## config.mk

```make
export PLATFORM = sky130hd
export DESIGN_NAME = text_terminal_cursor_line_editor
export DESIGN_NICKNAME = d
export VERILOG_FILES = /design/src/hdl/ttle_pkg.sv /design/src/hdl/ttle_front.sv /design/src/hdl/ttle_fifo.sv /design/src/hdl/ttle_back.sv /design/src/hdl/text_terminal_cursor_line_editor.sv
export SDC_FILE = /design/constraint.sdc
export NUM_CORES = 1
export LEC_CHECK = 0
export ABC_AREA = 1
export BUFFER_PORTS_ARGS = -buffer_cell sky130_fd_sc_hd__buf_4
export CAP_MARGIN = 10
export CORE_UTILIZATION = 30
export CTS_BUF_LIST = sky130_fd_sc_hd__clkbuf_4
export DETAILED_ROUTE_END_ITERATION = 8
export PLACE_DENSITY = 0.47
export SYNTH_ARGS = -nofsm -noshare
export SYNTH_HDL_FRONTEND = slang
export SYNTH_SLANG_ARGS = --single-unit
```

## constraint.sdc

```tcl
create_clock -name clk_i -period 9.2 [get_ports clk_i]
set_input_delay 2.3 -clock clk_i [delete_from_list [all_inputs] [get_ports clk_i]]
set_output_delay 2.3 -clock clk_i [all_outputs]
set_load 0.005 [all_outputs]
```

## src/hdl/ttle_pkg.sv

```systemverilog
`timescale 1ns / 1ps
// ----------------------------------------------------------------------------
// ttle_pkg
// types, codes and reset values shared by the cursor and line editor blocks
// ----------------------------------------------------------------------------
package ttle_pkg;

  // field widths
  localparam int unsigned COORD_W = 10;
  localparam int unsigned CELL_W  = 6;
  localparam int unsigned COUNT_W = 7;
  localparam int unsigned CFG_IDX_W = 3;
  localparam int unsigned CFG_DATA_W = 10;

  // default parameter values
  localparam int unsigned LINE_CHARS_DEF  = 128;
  localparam int unsigned QUEUE_DEPTH_DEF = 2;

  // register reset values
  localparam logic [COORD_W-1:0] SCREEN_WIDTH_RST  = 10'd240;
  localparam logic [COORD_W-1:0] SCREEN_HEIGHT_RST = 10'd240;
  localparam logic [COORD_W-1:0] TOP_ROW_RST       = 10'd20;
  localparam logic [CELL_W-1:0]  CELL_HEIGHT_RST   = 6'd7;
  localparam logic [CELL_W-1:0]  CELL_WIDTH_RST    = 6'd7;

  // register indexes
  localparam logic [CFG_IDX_W-1:0] REG_SCREEN_WIDTH  = 3'd0;
  localparam logic [CFG_IDX_W-1:0] REG_SCREEN_HEIGHT = 3'd1;
  localparam logic [CFG_IDX_W-1:0] REG_TOP_ROW       = 3'd2;
  localparam logic [CFG_IDX_W-1:0] REG_CELL_HEIGHT   = 3'd3;
  localparam logic [CFG_IDX_W-1:0] REG_CELL_WIDTH    = 3'd4;

  // input kinds
  localparam logic [1:0] KIND_DISPLAY = 2'd0;
  localparam logic [1:0] KIND_KEY     = 2'd1;
  localparam logic [1:0] KIND_CLEAR   = 2'd2;

  // result actions
  localparam logic [2:0] ACT_SERIAL = 3'd0;
  localparam logic [2:0] ACT_DRAW   = 3'd1;
  localparam logic [2:0] ACT_ERASE  = 3'd2;
  localparam logic [2:0] ACT_STORE  = 3'd3;
  localparam logic [2:0] ACT_EXEC   = 3'd4;
  localparam logic [2:0] ACT_CLEAR  = 3'd5;

  // character codes
  localparam logic [7:0] CHR_BS    = 8'h08;
  localparam logic [7:0] CHR_LF    = 8'h0A;
  localparam logic [7:0] CHR_CR    = 8'h0D;
  localparam logic [7:0] CHR_SPACE = 8'h20;
  localparam logic [7:0] CHR_DEL   = 8'h7F;

  typedef struct packed {
    logic [1:0] kind;
    logic [7:0] byte_req;
  } in_t;

  typedef struct packed {
    logic [2:0]         action;
    logic [7:0]         out_byte;
    logic [COORD_W-1:0] pos_x;
    logic [COORD_W-1:0] pos_y;
    logic [COUNT_W-1:0] count;
    logic               last;
  } out_t;

  typedef struct packed {
    logic [COORD_W-1:0] screen_width;
    logic [COORD_W-1:0] screen_height;
    logic [COORD_W-1:0] top_row;
    logic [CELL_W-1:0]  cell_height;
    logic [CELL_W-1:0]  cell_width;
  } cfg_t;

  // classified command between front and back
  typedef enum logic [2:0] {
    OP_DISP,
    OP_CHAR,
    OP_BS,
    OP_ENTER,
    OP_CLEAR
  } op_e;

  typedef struct packed {
    op_e                op;
    logic [7:0]         chr;
    logic [COUNT_W-1:0] cnt;
  } cmd_t;

endpackage

```

## src/hdl/ttle_front.sv

```systemverilog
`timescale 1ns / 1ps
// ----------------------------------------------------------------------------
// ttle_front
// accepts input items, tracks the edit line length and issues commands
// ----------------------------------------------------------------------------
module ttle_front #(
  parameter int LINE_CHARS = ttle_pkg::LINE_CHARS_DEF
) (
  input  logic           clk_i,
  input  logic           rst_ni,
  input  logic           in_valid_i,
  input  ttle_pkg::in_t  in_i,
  output logic           in_stall_o,
  input  logic           q_full_i,
  output logic           push_o,
  output ttle_pkg::cmd_t cmd_o
);
  import ttle_pkg::*;

  localparam int LenW = $clog2(LINE_CHARS);

  logic [LenW-1:0] len_q, len_d;
  logic            accept;

  assign in_stall_o = q_full_i;
  assign accept     = in_valid_i && !q_full_i;

  always_comb begin
    len_d      = len_q;
    push_o     = 1'b0;
    cmd_o.op   = OP_DISP;
    cmd_o.chr  = in_i.byte_req;
    cmd_o.cnt  = '0;
    if (accept) begin
      case (in_i.kind)
        KIND_DISPLAY: begin
          push_o = 1'b1;
        end
        KIND_CLEAR: begin
          push_o   = 1'b1;
          cmd_o.op = OP_CLEAR;
        end
        KIND_KEY: begin
          if (in_i.byte_req inside {CHR_CR, CHR_LF}) begin
            // enter only acts on a non-empty line
            if (len_q != '0) begin
              push_o    = 1'b1;
              cmd_o.op  = OP_ENTER;
              cmd_o.chr = CHR_LF;
              cmd_o.cnt = COUNT_W'(len_q);
              len_d     = '0;
            end
          end else if (in_i.byte_req inside {CHR_BS, CHR_DEL}) begin
            if (len_q != '0) begin
              push_o    = 1'b1;
              cmd_o.op  = OP_BS;
              cmd_o.chr = CHR_BS;
              len_d     = len_q - 1'b1;
            end
          end else if (len_q < LenW'(LINE_CHARS - 1)) begin
            push_o    = 1'b1;
            cmd_o.op  = OP_CHAR;
            cmd_o.cnt = COUNT_W'(len_q);
            len_d     = len_q + 1'b1;
          end
        end
        default: begin
          // unused kind: accepted and dropped
        end
      endcase
    end
  end

  always_ff @(posedge clk_i or negedge rst_ni) begin
    if (!rst_ni) begin
      len_q <= '0;
    end else begin
      len_q <= len_d;
    end
  end

endmodule

```

## src/hdl/ttle_fifo.sv

```systemverilog
`timescale 1ns / 1ps
// ----------------------------------------------------------------------------
// ttle_fifo
// small command queue between the front and the back
// ----------------------------------------------------------------------------
module ttle_fifo #(
  parameter int WIDTH = 8,
  parameter int DEPTH = 2
) (
  input  logic             clk_i,
  input  logic             rst_ni,
  input  logic             wr_en_i,
  input  logic [WIDTH-1:0] wr_data_i,
  output logic             full_o,
  input  logic             rd_en_i,
  output logic [WIDTH-1:0] rd_data_o,
  output logic             empty_o
);

  localparam int PtrW = (DEPTH > 1) ? $clog2(DEPTH) : 1;
  localparam int CntW = $clog2(DEPTH + 1);

  logic [WIDTH-1:0] mem_q [DEPTH];
  logic [PtrW-1:0]  wr_ptr_q, rd_ptr_q;
  logic [CntW-1:0]  cnt_q;
  logic             do_wr, do_rd;

  assign full_o    = (cnt_q == CntW'(DEPTH));
  assign empty_o   = (cnt_q == '0);
  assign rd_data_o = mem_q[rd_ptr_q];
  assign do_wr     = wr_en_i && !full_o;
  assign do_rd     = rd_en_i && !empty_o;

  always_ff @(posedge clk_i) begin
    if (do_wr) begin
      mem_q[wr_ptr_q] <= wr_data_i;
    end
  end

  always_ff @(posedge clk_i or negedge rst_ni) begin
    if (!rst_ni) begin
      wr_ptr_q <= '0;
      rd_ptr_q <= '0;
      cnt_q    <= '0;
    end else begin
      if (do_wr) begin
        wr_ptr_q <= (wr_ptr_q == PtrW'(DEPTH - 1)) ? '0 : wr_ptr_q + 1'b1;
      end
      if (do_rd) begin
        rd_ptr_q <= (rd_ptr_q == PtrW'(DEPTH - 1)) ? '0 : rd_ptr_q + 1'b1;
      end
      if (do_wr && !do_rd) begin
        cnt_q <= cnt_q + 1'b1;
      end else if (do_rd && !do_wr) begin
        cnt_q <= cnt_q - 1'b1;
      end
    end
  end

endmodule

```

## src/hdl/ttle_back.sv

```systemverilog
`timescale 1ns / 1ps
// ----------------------------------------------------------------------------
// ttle_back
// steps through the results of each command and keeps the pixel cursor
// ----------------------------------------------------------------------------
module ttle_back (
  input  logic           clk_i,
  input  logic           rst_ni,
  input  ttle_pkg::cfg_t cfg_i,
  input  logic           cmd_valid_i,
  input  ttle_pkg::cmd_t cmd_i,
  output logic           cmd_pop_o,
  output logic           out_valid_o,
  input  logic           out_stall_i,
  output ttle_pkg::out_t out_o
);
  import ttle_pkg::*;

  logic [COORD_W-1:0] cx_q, cx_d, cy_q, cy_d;
  logic [1:0]         step_q, step_d;
  logic               out_valid_q, out_valid_d;
  out_t               out_q, out_d;

  logic               load;
  logic               fin;
  out_t               res;
  out_t               rnd_res;
  logic               rnd_emit;
  logic               bs_ok;
  logic [COORD_W:0]   nl_sum, adv_sum;
  logic               nl_wrap, adv_wrap;
  logic [COORD_W-1:0] nl_y, nx, ny;

  assign load = !out_valid_q || !out_stall_i;

  // cursor arithmetic at full precision
  always_comb begin
    bs_ok    = (cx_q >= {4'b0, cfg_i.cell_width});
    nl_sum   = {1'b0, cy_q} + (COORD_W+1)'(cfg_i.cell_height);
    nl_wrap  = (nl_sum + (COORD_W+1)'(cfg_i.cell_height)) >
               {1'b0, cfg_i.screen_height};
    nl_y     = nl_wrap ? cfg_i.top_row : nl_sum[COORD_W-1:0];
    adv_sum  = {1'b0, cx_q} + (COORD_W+1)'(cfg_i.cell_width);
    adv_wrap = (adv_sum + (COORD_W+1)'(cfg_i.cell_width)) >
               {1'b0, cfg_i.screen_width};
  end

  // render of the command byte: result and next cursor
  always_comb begin
    rnd_res  = '0;
    rnd_emit = 1'b0;
    nx       = cx_q;
    ny       = cy_q;
    if (cmd_i.chr == CHR_BS) begin
      rnd_emit       = bs_ok;
      rnd_res.action = ACT_ERASE;
      rnd_res.pos_x  = cx_q - {4'b0, cfg_i.cell_width};
      rnd_res.pos_y  = cy_q;
    end else begin
      rnd_emit         = (cmd_i.chr >= CHR_SPACE);
      rnd_res.action   = ACT_DRAW;
      rnd_res.out_byte = cmd_i.chr;
      rnd_res.pos_x    = cx_q;
      rnd_res.pos_y    = cy_q;
    end
    if (cmd_i.op == OP_CLEAR) begin
      nx = '0;
      ny = cfg_i.top_row;
    end else if (cmd_i.chr == CHR_CR) begin
      nx = '0;
    end else if (cmd_i.chr == CHR_LF) begin
      nx = '0;
      ny = nl_y;
    end else if (cmd_i.chr == CHR_BS) begin
      if (bs_ok) begin
        nx = cx_q - {4'b0, cfg_i.cell_width};
      end
    end else if (cmd_i.chr >= CHR_SPACE) begin
      if (adv_wrap) begin
        nx = '0;
        ny = nl_y;
      end else begin
        nx = adv_sum[COORD_W-1:0];
      end
    end
  end

  // result of the current step
  always_comb begin
    res = '0;
    fin = 1'b1;
    case (cmd_i.op)
      OP_DISP: begin
        case (step_q)
          2'd0: begin
            res.action   = ACT_SERIAL;
            res.out_byte = cmd_i.chr;
            fin          = !rnd_emit;
          end
          default: res = rnd_res;
        endcase
      end
      OP_CHAR: begin
        case (step_q)
          2'd0: begin
            res.action   = ACT_STORE;
            res.out_byte = cmd_i.chr;
            res.count    = cmd_i.cnt;
            fin          = 1'b0;
          end
          2'd1: begin
            res.action   = ACT_SERIAL;
            res.out_byte = cmd_i.chr;
            fin          = !rnd_emit;
          end
          default: res = rnd_res;
        endcase
      end
      OP_BS: begin
        case (step_q)
          2'd0: begin
            res.action   = ACT_SERIAL;
            res.out_byte = CHR_BS;
            fin          = 1'b0;
          end
          2'd1: begin
            res.action   = ACT_SERIAL;
            res.out_byte = CHR_SPACE;
            fin          = 1'b0;
          end
          2'd2: begin
            res.action   = ACT_SERIAL;
            res.out_byte = CHR_BS;
            fin          = !rnd_emit;
          end
          default: res = rnd_res;
        endcase
      end
      OP_ENTER: begin
        case (step_q)
          2'd0: begin
            res.action   = ACT_SERIAL;
            res.out_byte = CHR_CR;
            fin          = 1'b0;
          end
          2'd1: begin
            res.action   = ACT_SERIAL;
            res.out_byte = CHR_LF;
            fin          = 1'b0;
          end
          default: begin
            res.action = ACT_EXEC;
            res.count  = cmd_i.cnt;
          end
        endcase
      end
      OP_CLEAR: begin
        res.action = ACT_CLEAR;
        res.pos_y  = cfg_i.top_row;
      end
      default: begin
        res = '0;
      end
    endcase
    res.last = fin;
  end

  always_comb begin
    out_valid_d = out_valid_q;
    out_d       = out_q;
    step_d      = step_q;
    cx_d        = cx_q;
    cy_d        = cy_q;
    cmd_pop_o   = 1'b0;
    if (load) begin
      out_valid_d = cmd_valid_i;
      if (cmd_valid_i) begin
        out_d = res;
        if (fin) begin
          step_d    = '0;
          cmd_pop_o = 1'b1;
          cx_d      = nx;
          cy_d      = ny;
        end else begin
          step_d = step_q + 1'b1;
        end
      end
    end
  end

  always_ff @(posedge clk_i or negedge rst_ni) begin
    if (!rst_ni) begin
      out_valid_q <= 1'b0;
      step_q      <= '0;
      cx_q        <= '0;
      cy_q        <= TOP_ROW_RST;
    end else begin
      out_valid_q <= out_valid_d;
      step_q      <= step_d;
      cx_q        <= cx_d;
      cy_q        <= cy_d;
    end
  end

  always_ff @(posedge clk_i) begin
    out_q <= out_d;
  end

  assign out_valid_o = out_valid_q;
  assign out_o       = out_q;

  a_pop_has_cmd: assert property (@(posedge clk_i) disable iff (!rst_ni)
    cmd_pop_o |-> cmd_valid_i && load)
    else $error("command popped without a loaded result");

  a_exec_last: assert property (@(posedge clk_i) disable iff (!rst_ni)
    out_valid_q && (out_q.action == ACT_EXEC || out_q.action == ACT_CLEAR)
      |-> out_q.last)
    else $error("execute or clear result not marked last");

  a_serial_clean: assert property (@(posedge clk_i) disable iff (!rst_ni)
    out_valid_q && out_q.action == ACT_SERIAL
      |-> out_q.pos_x == '0 && out_q.pos_y == '0 && out_q.count == '0)
    else $error("serial result carries position or count");

  a_step_resets: assert property (@(posedge clk_i) disable iff (!rst_ni)
    cmd_pop_o |=> step_q == '0)
    else $error("step counter not cleared after a command finished");

endmodule

```

## src/hdl/text_terminal_cursor_line_editor.sv

```systemverilog
`timescale 1ns / 1ps
// ----------------------------------------------------------------------------
// text_terminal_cursor_line_editor
// pixel cursor and keyboard line editor for a character-cell text terminal
// ----------------------------------------------------------------------------
// usage:
//   input channel (in_valid_i / in_stall_o) carries display bytes, received
//   keyboard bytes and clear requests; each transaction yields zero to four
//   result transactions on the output channel (out_valid_o / out_stall_i),
//   the final one of each item flagged by last
//   configuration writes use cfg_valid_i / cfg_ready_o with a register index;
//   ready is always high; writes must be made only while the block is idle,
//   which the block itself does not enforce
// flow and throughput:
//   with the back end free, an item passes through the command queue and
//   then the output register before its first result appears
//   the back end sends one result per cycle unless the output stalls, and
//   an item yields one to four results there; an item with no results is
//   handled in the front alone and never enters the command queue
//   a short command queue lets new items be taken while results drain
// reset:
//   cursor goes to column 0 on row 20, the edit line is empty and the
//   registers take their reset values
// stalls:
//   a stalled output holds its result; the queue fills and in_stall_o rises
// ----------------------------------------------------------------------------
module text_terminal_cursor_line_editor #(
  parameter int LINE_CHARS  = ttle_pkg::LINE_CHARS_DEF,
  parameter int QUEUE_DEPTH = ttle_pkg::QUEUE_DEPTH_DEF
) (
  input  logic                                clk_i,
  input  logic                                rst_ni,
  // input items
  input  logic                                in_valid_i,
  output logic                                in_stall_o,
  input  ttle_pkg::in_t                       in_i,
  // results
  output logic                                out_valid_o,
  input  logic                                out_stall_i,
  output ttle_pkg::out_t                      out_o,
  // configuration writes
  input  logic                                cfg_valid_i,
  output logic                                cfg_ready_o,
  input  logic [ttle_pkg::CFG_IDX_W-1:0]      cfg_index_i,
  input  logic [ttle_pkg::CFG_DATA_W-1:0]     cfg_data_i
);
  import ttle_pkg::*;

  localparam int CmdW = $bits(cmd_t);

  cfg_t            cfg_q;
  logic            q_push, q_full, q_empty, q_pop;
  cmd_t            push_cmd, head_cmd;
  logic [CmdW-1:0] head_raw;

  // configuration registers, always ready
  assign cfg_ready_o = 1'b1;

  always_ff @(posedge clk_i or negedge rst_ni) begin
    if (!rst_ni) begin
      cfg_q.screen_width  <= SCREEN_WIDTH_RST;
      cfg_q.screen_height <= SCREEN_HEIGHT_RST;
      cfg_q.top_row       <= TOP_ROW_RST;
      cfg_q.cell_height   <= CELL_HEIGHT_RST;
      cfg_q.cell_width    <= CELL_WIDTH_RST;
    end else if (cfg_valid_i) begin
      case (cfg_index_i)
        REG_SCREEN_WIDTH:  cfg_q.screen_width  <= cfg_data_i;
        REG_SCREEN_HEIGHT: cfg_q.screen_height <= cfg_data_i;
        REG_TOP_ROW:       cfg_q.top_row       <= cfg_data_i;
        REG_CELL_HEIGHT:   cfg_q.cell_height   <= cfg_data_i[CELL_W-1:0];
        REG_CELL_WIDTH:    cfg_q.cell_width    <= cfg_data_i[CELL_W-1:0];
        default: begin
          // index beyond the register list: ignored
        end
      endcase
    end
  end

  // front: classify items and track the edit line length
  ttle_front #(
    .LINE_CHARS(LINE_CHARS)
  ) u_front (
    .clk_i     (clk_i),
    .rst_ni    (rst_ni),
    .in_valid_i(in_valid_i),
    .in_i      (in_i),
    .in_stall_o(in_stall_o),
    .q_full_i  (q_full),
    .push_o    (q_push),
    .cmd_o     (push_cmd)
  );

  // command queue between front and back
  ttle_fifo #(
    .WIDTH(CmdW),
    .DEPTH(QUEUE_DEPTH)
  ) u_queue (
    .clk_i    (clk_i),
    .rst_ni   (rst_ni),
    .wr_en_i  (q_push),
    .wr_data_i(push_cmd),
    .full_o   (q_full),
    .rd_en_i  (q_pop),
    .rd_data_o(head_raw),
    .empty_o  (q_empty)
  );

  assign head_cmd = cmd_t'(head_raw);

  // back: result sequencing, cursor and output register
  ttle_back u_back (
    .clk_i      (clk_i),
    .rst_ni     (rst_ni),
    .cfg_i      (cfg_q),
    .cmd_valid_i(!q_empty),
    .cmd_i      (head_cmd),
    .cmd_pop_o  (q_pop),
    .out_valid_o(out_valid_o),
    .out_stall_i(out_stall_i),
    .out_o      (out_o)
  );

  a_no_push_full: assert property (@(posedge clk_i) disable iff (!rst_ni)
    q_push |-> !q_full)
    else $error("command pushed into a full queue");

  a_no_pop_empty: assert property (@(posedge clk_i) disable iff (!rst_ni)
    q_pop |-> !q_empty)
    else $error("command popped from an empty queue");

  a_stall_when_full: assert property (@(posedge clk_i) disable iff (!rst_ni)
    q_full |-> in_stall_o)
    else $error("input not stalled with a full queue");

endmodule

```

==> flow_summary.yaml <==
setup_path:
  path_common_cell: "nand2_1"
  worstPathMaxFanout: 11
  path_delay_family: "simple AND/OR/NAND/NOR gates"
  critical_path.endpoint_type: "flip-flop"
  critPathRequiredTime_ns: 9.68
  crit_buf_inv: 4
  slowest_stage: "nor2_1"
  cp_data_arrival_time_ns: 5.49
  crit_start: "u_back.cy_q[0]"
  critical_path_class: "flip-flop to flip-flop"
  critPathLaunchType: "flip-flop"
  crit_path_max_incr_delay_ns: 0.48
  reg2reg_from: "u_back.cy_q[0]"
logic_synthesis:
  synth_common_cells: "nand2_1 (284), inv_1 (168), o21ai_0 (93)"
  synth_top_area_share_pct: 24.2
  ys_warn_count: 0
  synth_most_common_cell: "nand2_1"
  synth_area_leader_cell: "edfxtp_1"
  synth_area_per_cell_um2: 8.39
  syn_inst: 1109
  synth_cell_types: 51
  netlist_top_cells_area: "edfxtp_1 (24%), dfrtp_1 (16%), nand2_1 (11%)"
  synth-main-ff-cell: "edfxtp_1"
  synth-edff-count: 75
  yosysSeqAreaShare_pct: 44.9
  netlist_area_um2: 9300
  synth-seq-cells: 151
  synth_nets: 1210
  async_flop_share_pct: 50.3
final_layout:
  finish.instance_area_um2: 10500
  fin_nets: 1275
  syn_to_final_growth_pct: 13.0
  final_util_pct: 34.4
  drive_gt1_share_pct: 13.6
global_routing:
  grt_pass1_wl_um: 38400
  grt-ovfl-total: 0
  grt_max_degree: 65
  grt_pass1_vias: 7175
  track_usage_pct: 15.8
  antenna_found_initial: 1
clock_tree:
  clkLatencyLatePin_ns: 0.60
  clock-sinks: 151
  clockBufferDepth: 2
  cts_buffers: 17
  cts_tree: "done"
  clkTransAtPathRegs_ns: 0.16
  cts_hold_buffers: 0
  cts_root_buf: "clkbuf_4"
  cts_resized: 0
  h-tree-depth: 4
  post_cts_buffers: 0
drt:
  wl_per_cell_um: 14.9
  drt-initial-drc-count: 319
  antenna_left: 0
  met3_length_um: 657
  avgViaCountPerCell: 4.52
  vias: 7160
  dr.pass1.iters: 5
  dr_wl_met2_um: 11300
  top_layer: "met4"
  post-route-drc-count: 0
  wl_um: 23600
  wl_met1_um: 11400
placed_design:
  gp_congestion: 0.839
  io_buffers: 68
  dp_hpwl_um: 17700
  placed_cell_area_um2: 10200
sta:
  drv_slew: 0
  clock.fmax_ghz: 0.199
  rsz0062_at_grt: "false"
  finalSetupViolations: 0
  slew_headroom_pct: 40.3
  hold_viol_final: 0
  min_period_ns: 5.02
  fin_setup_tns_ns: 0
  fin_worst_skew_ns: 0.0423
  worstMarginPinSlew_ns: 0.895
  timing.final.crit_share_pct: 54.5
floorplan:
  rows: 64
  die_x_um: 178
  dieArea_um2: 31700
  core_um2: 30500
  ios: 70
  die_y_um: 178
  start_util_pct: 30.5
min_path:
  min_path_type: "flip-flop to flip-flop"
  worstHoldStart: "u_back.cy_q[9]"
pwr:
  p_leak_uw: 0.00506
  ir_drop_uv: 97.5
  power_per_cell_area_nw_per_um2: 328
  power_uw: 3450
flow_run:
  cap_violations: 0
status:
  status: "complete, no violations"
stage by stage:
stage | setup WS, ns | hold WS (ns) | std cells
after CTS | 4.19 | 0.503 | 1583
final | 4.18 | 0.496 | 1584
after global routing | 3.72 | 0.523 | 1584
after floorplan | 4.65 | 0.442 | 1109
after detailed placement | 4.27 | 0.468 | 1551
after global placement | 4.32 | 0.467 | 1551
cell usage in the layout (no fill, tap or decap), types with 44 or more instances in the layout:
| cell | n |
|---|---|
| nand2_1 | 284 |
| inv_1 | 167 |
| o21ai_0 | 93 |
| edfxtp_1 | 75 |
| buf_4 | 73 |
| ha_1 | 67 |
| nand3_1 | 62 |
| nor2_1 | 59 |
| dfrtp_1 | 58 |
| a21oi_1 | 44 |
worst min-delay path, stage by stage (launching register included):
cell	delay [ns]
dfrtp_1	0.38
nand2_1	0.05
nand2_1	0.05
area by class of cell:
cell class | count | area, µm²
flip-flops and latches | 151 | 4180
repair buffers | 73 | 548
inverters | 175 | 659
well taps | 396 | 495
clock buffers | 17 | 128
diodes | 1 | 2.50
clock inverters | 15 | 196
multi-input cells | 756 | 4300
fillers | 3164 | 20000
power breakdown:
group	internal (µW)	leakage [µW]	switching, µW	total, µW
combinational	686	0.00323	1180	1870
clock	135	0.000168	322	456
sequential	963	0.00166	160	1120
per-layer routing:
metal	GRT usage, %	up-vias
li1	-	3739
met1	20.9	3303
met2	26.7	101
met3	2.43	17
met4	4.10	0
met5	0	-
path summary, 6_finish.rpt:
path | endpoint | slack (ns) | depth (start not counted)
max in group asynchronous | u_back.cy_q[7] | 6.53 | 2
worst min-delay path | u_back.cy_q[9] | 0.50 | 2
worst min register to register | u_back.cy_q[9] | 0.50 | 2
min in group asynchronous | u_back.cx_q[9] | 1.53 | 1
worst max-delay path | u_back.cy_q[1] | 4.18 | 28
worst max register to register | u_back.cy_q[1] | 4.18 | 28
cell families (layout without fill, tap and decap cells):
family                     count (synthesis)  count (layout)  synth area share [%]
buffers and inverters                    202             280                  8.84
DFF                                      151             151                  44.9
AOI/OAI and AO/OA                        177             177                  10.4
and+or+nand+nor                          466             466                  21.8
xor gates and xnor gates                  39              39                  3.75
other                                      1               2                0.0403
adders and majority gates                 73              73                  10.3
flip-flops by register name, indices dropped and copies added (netlist names):
name	flops
u_back.step_q	2
u_back.cx_q	10
u_queue.rd_ptr_q	1
u_back.cy_q	10
u_queue.wr_ptr_q	1
u_back.out_valid_o	1
u_back.out_o	39
u_front.len_q	7
u_queue.mem_q	36
cfg_q	42
u_queue.cnt_q	2
Power figures use the tool's default switching activity.
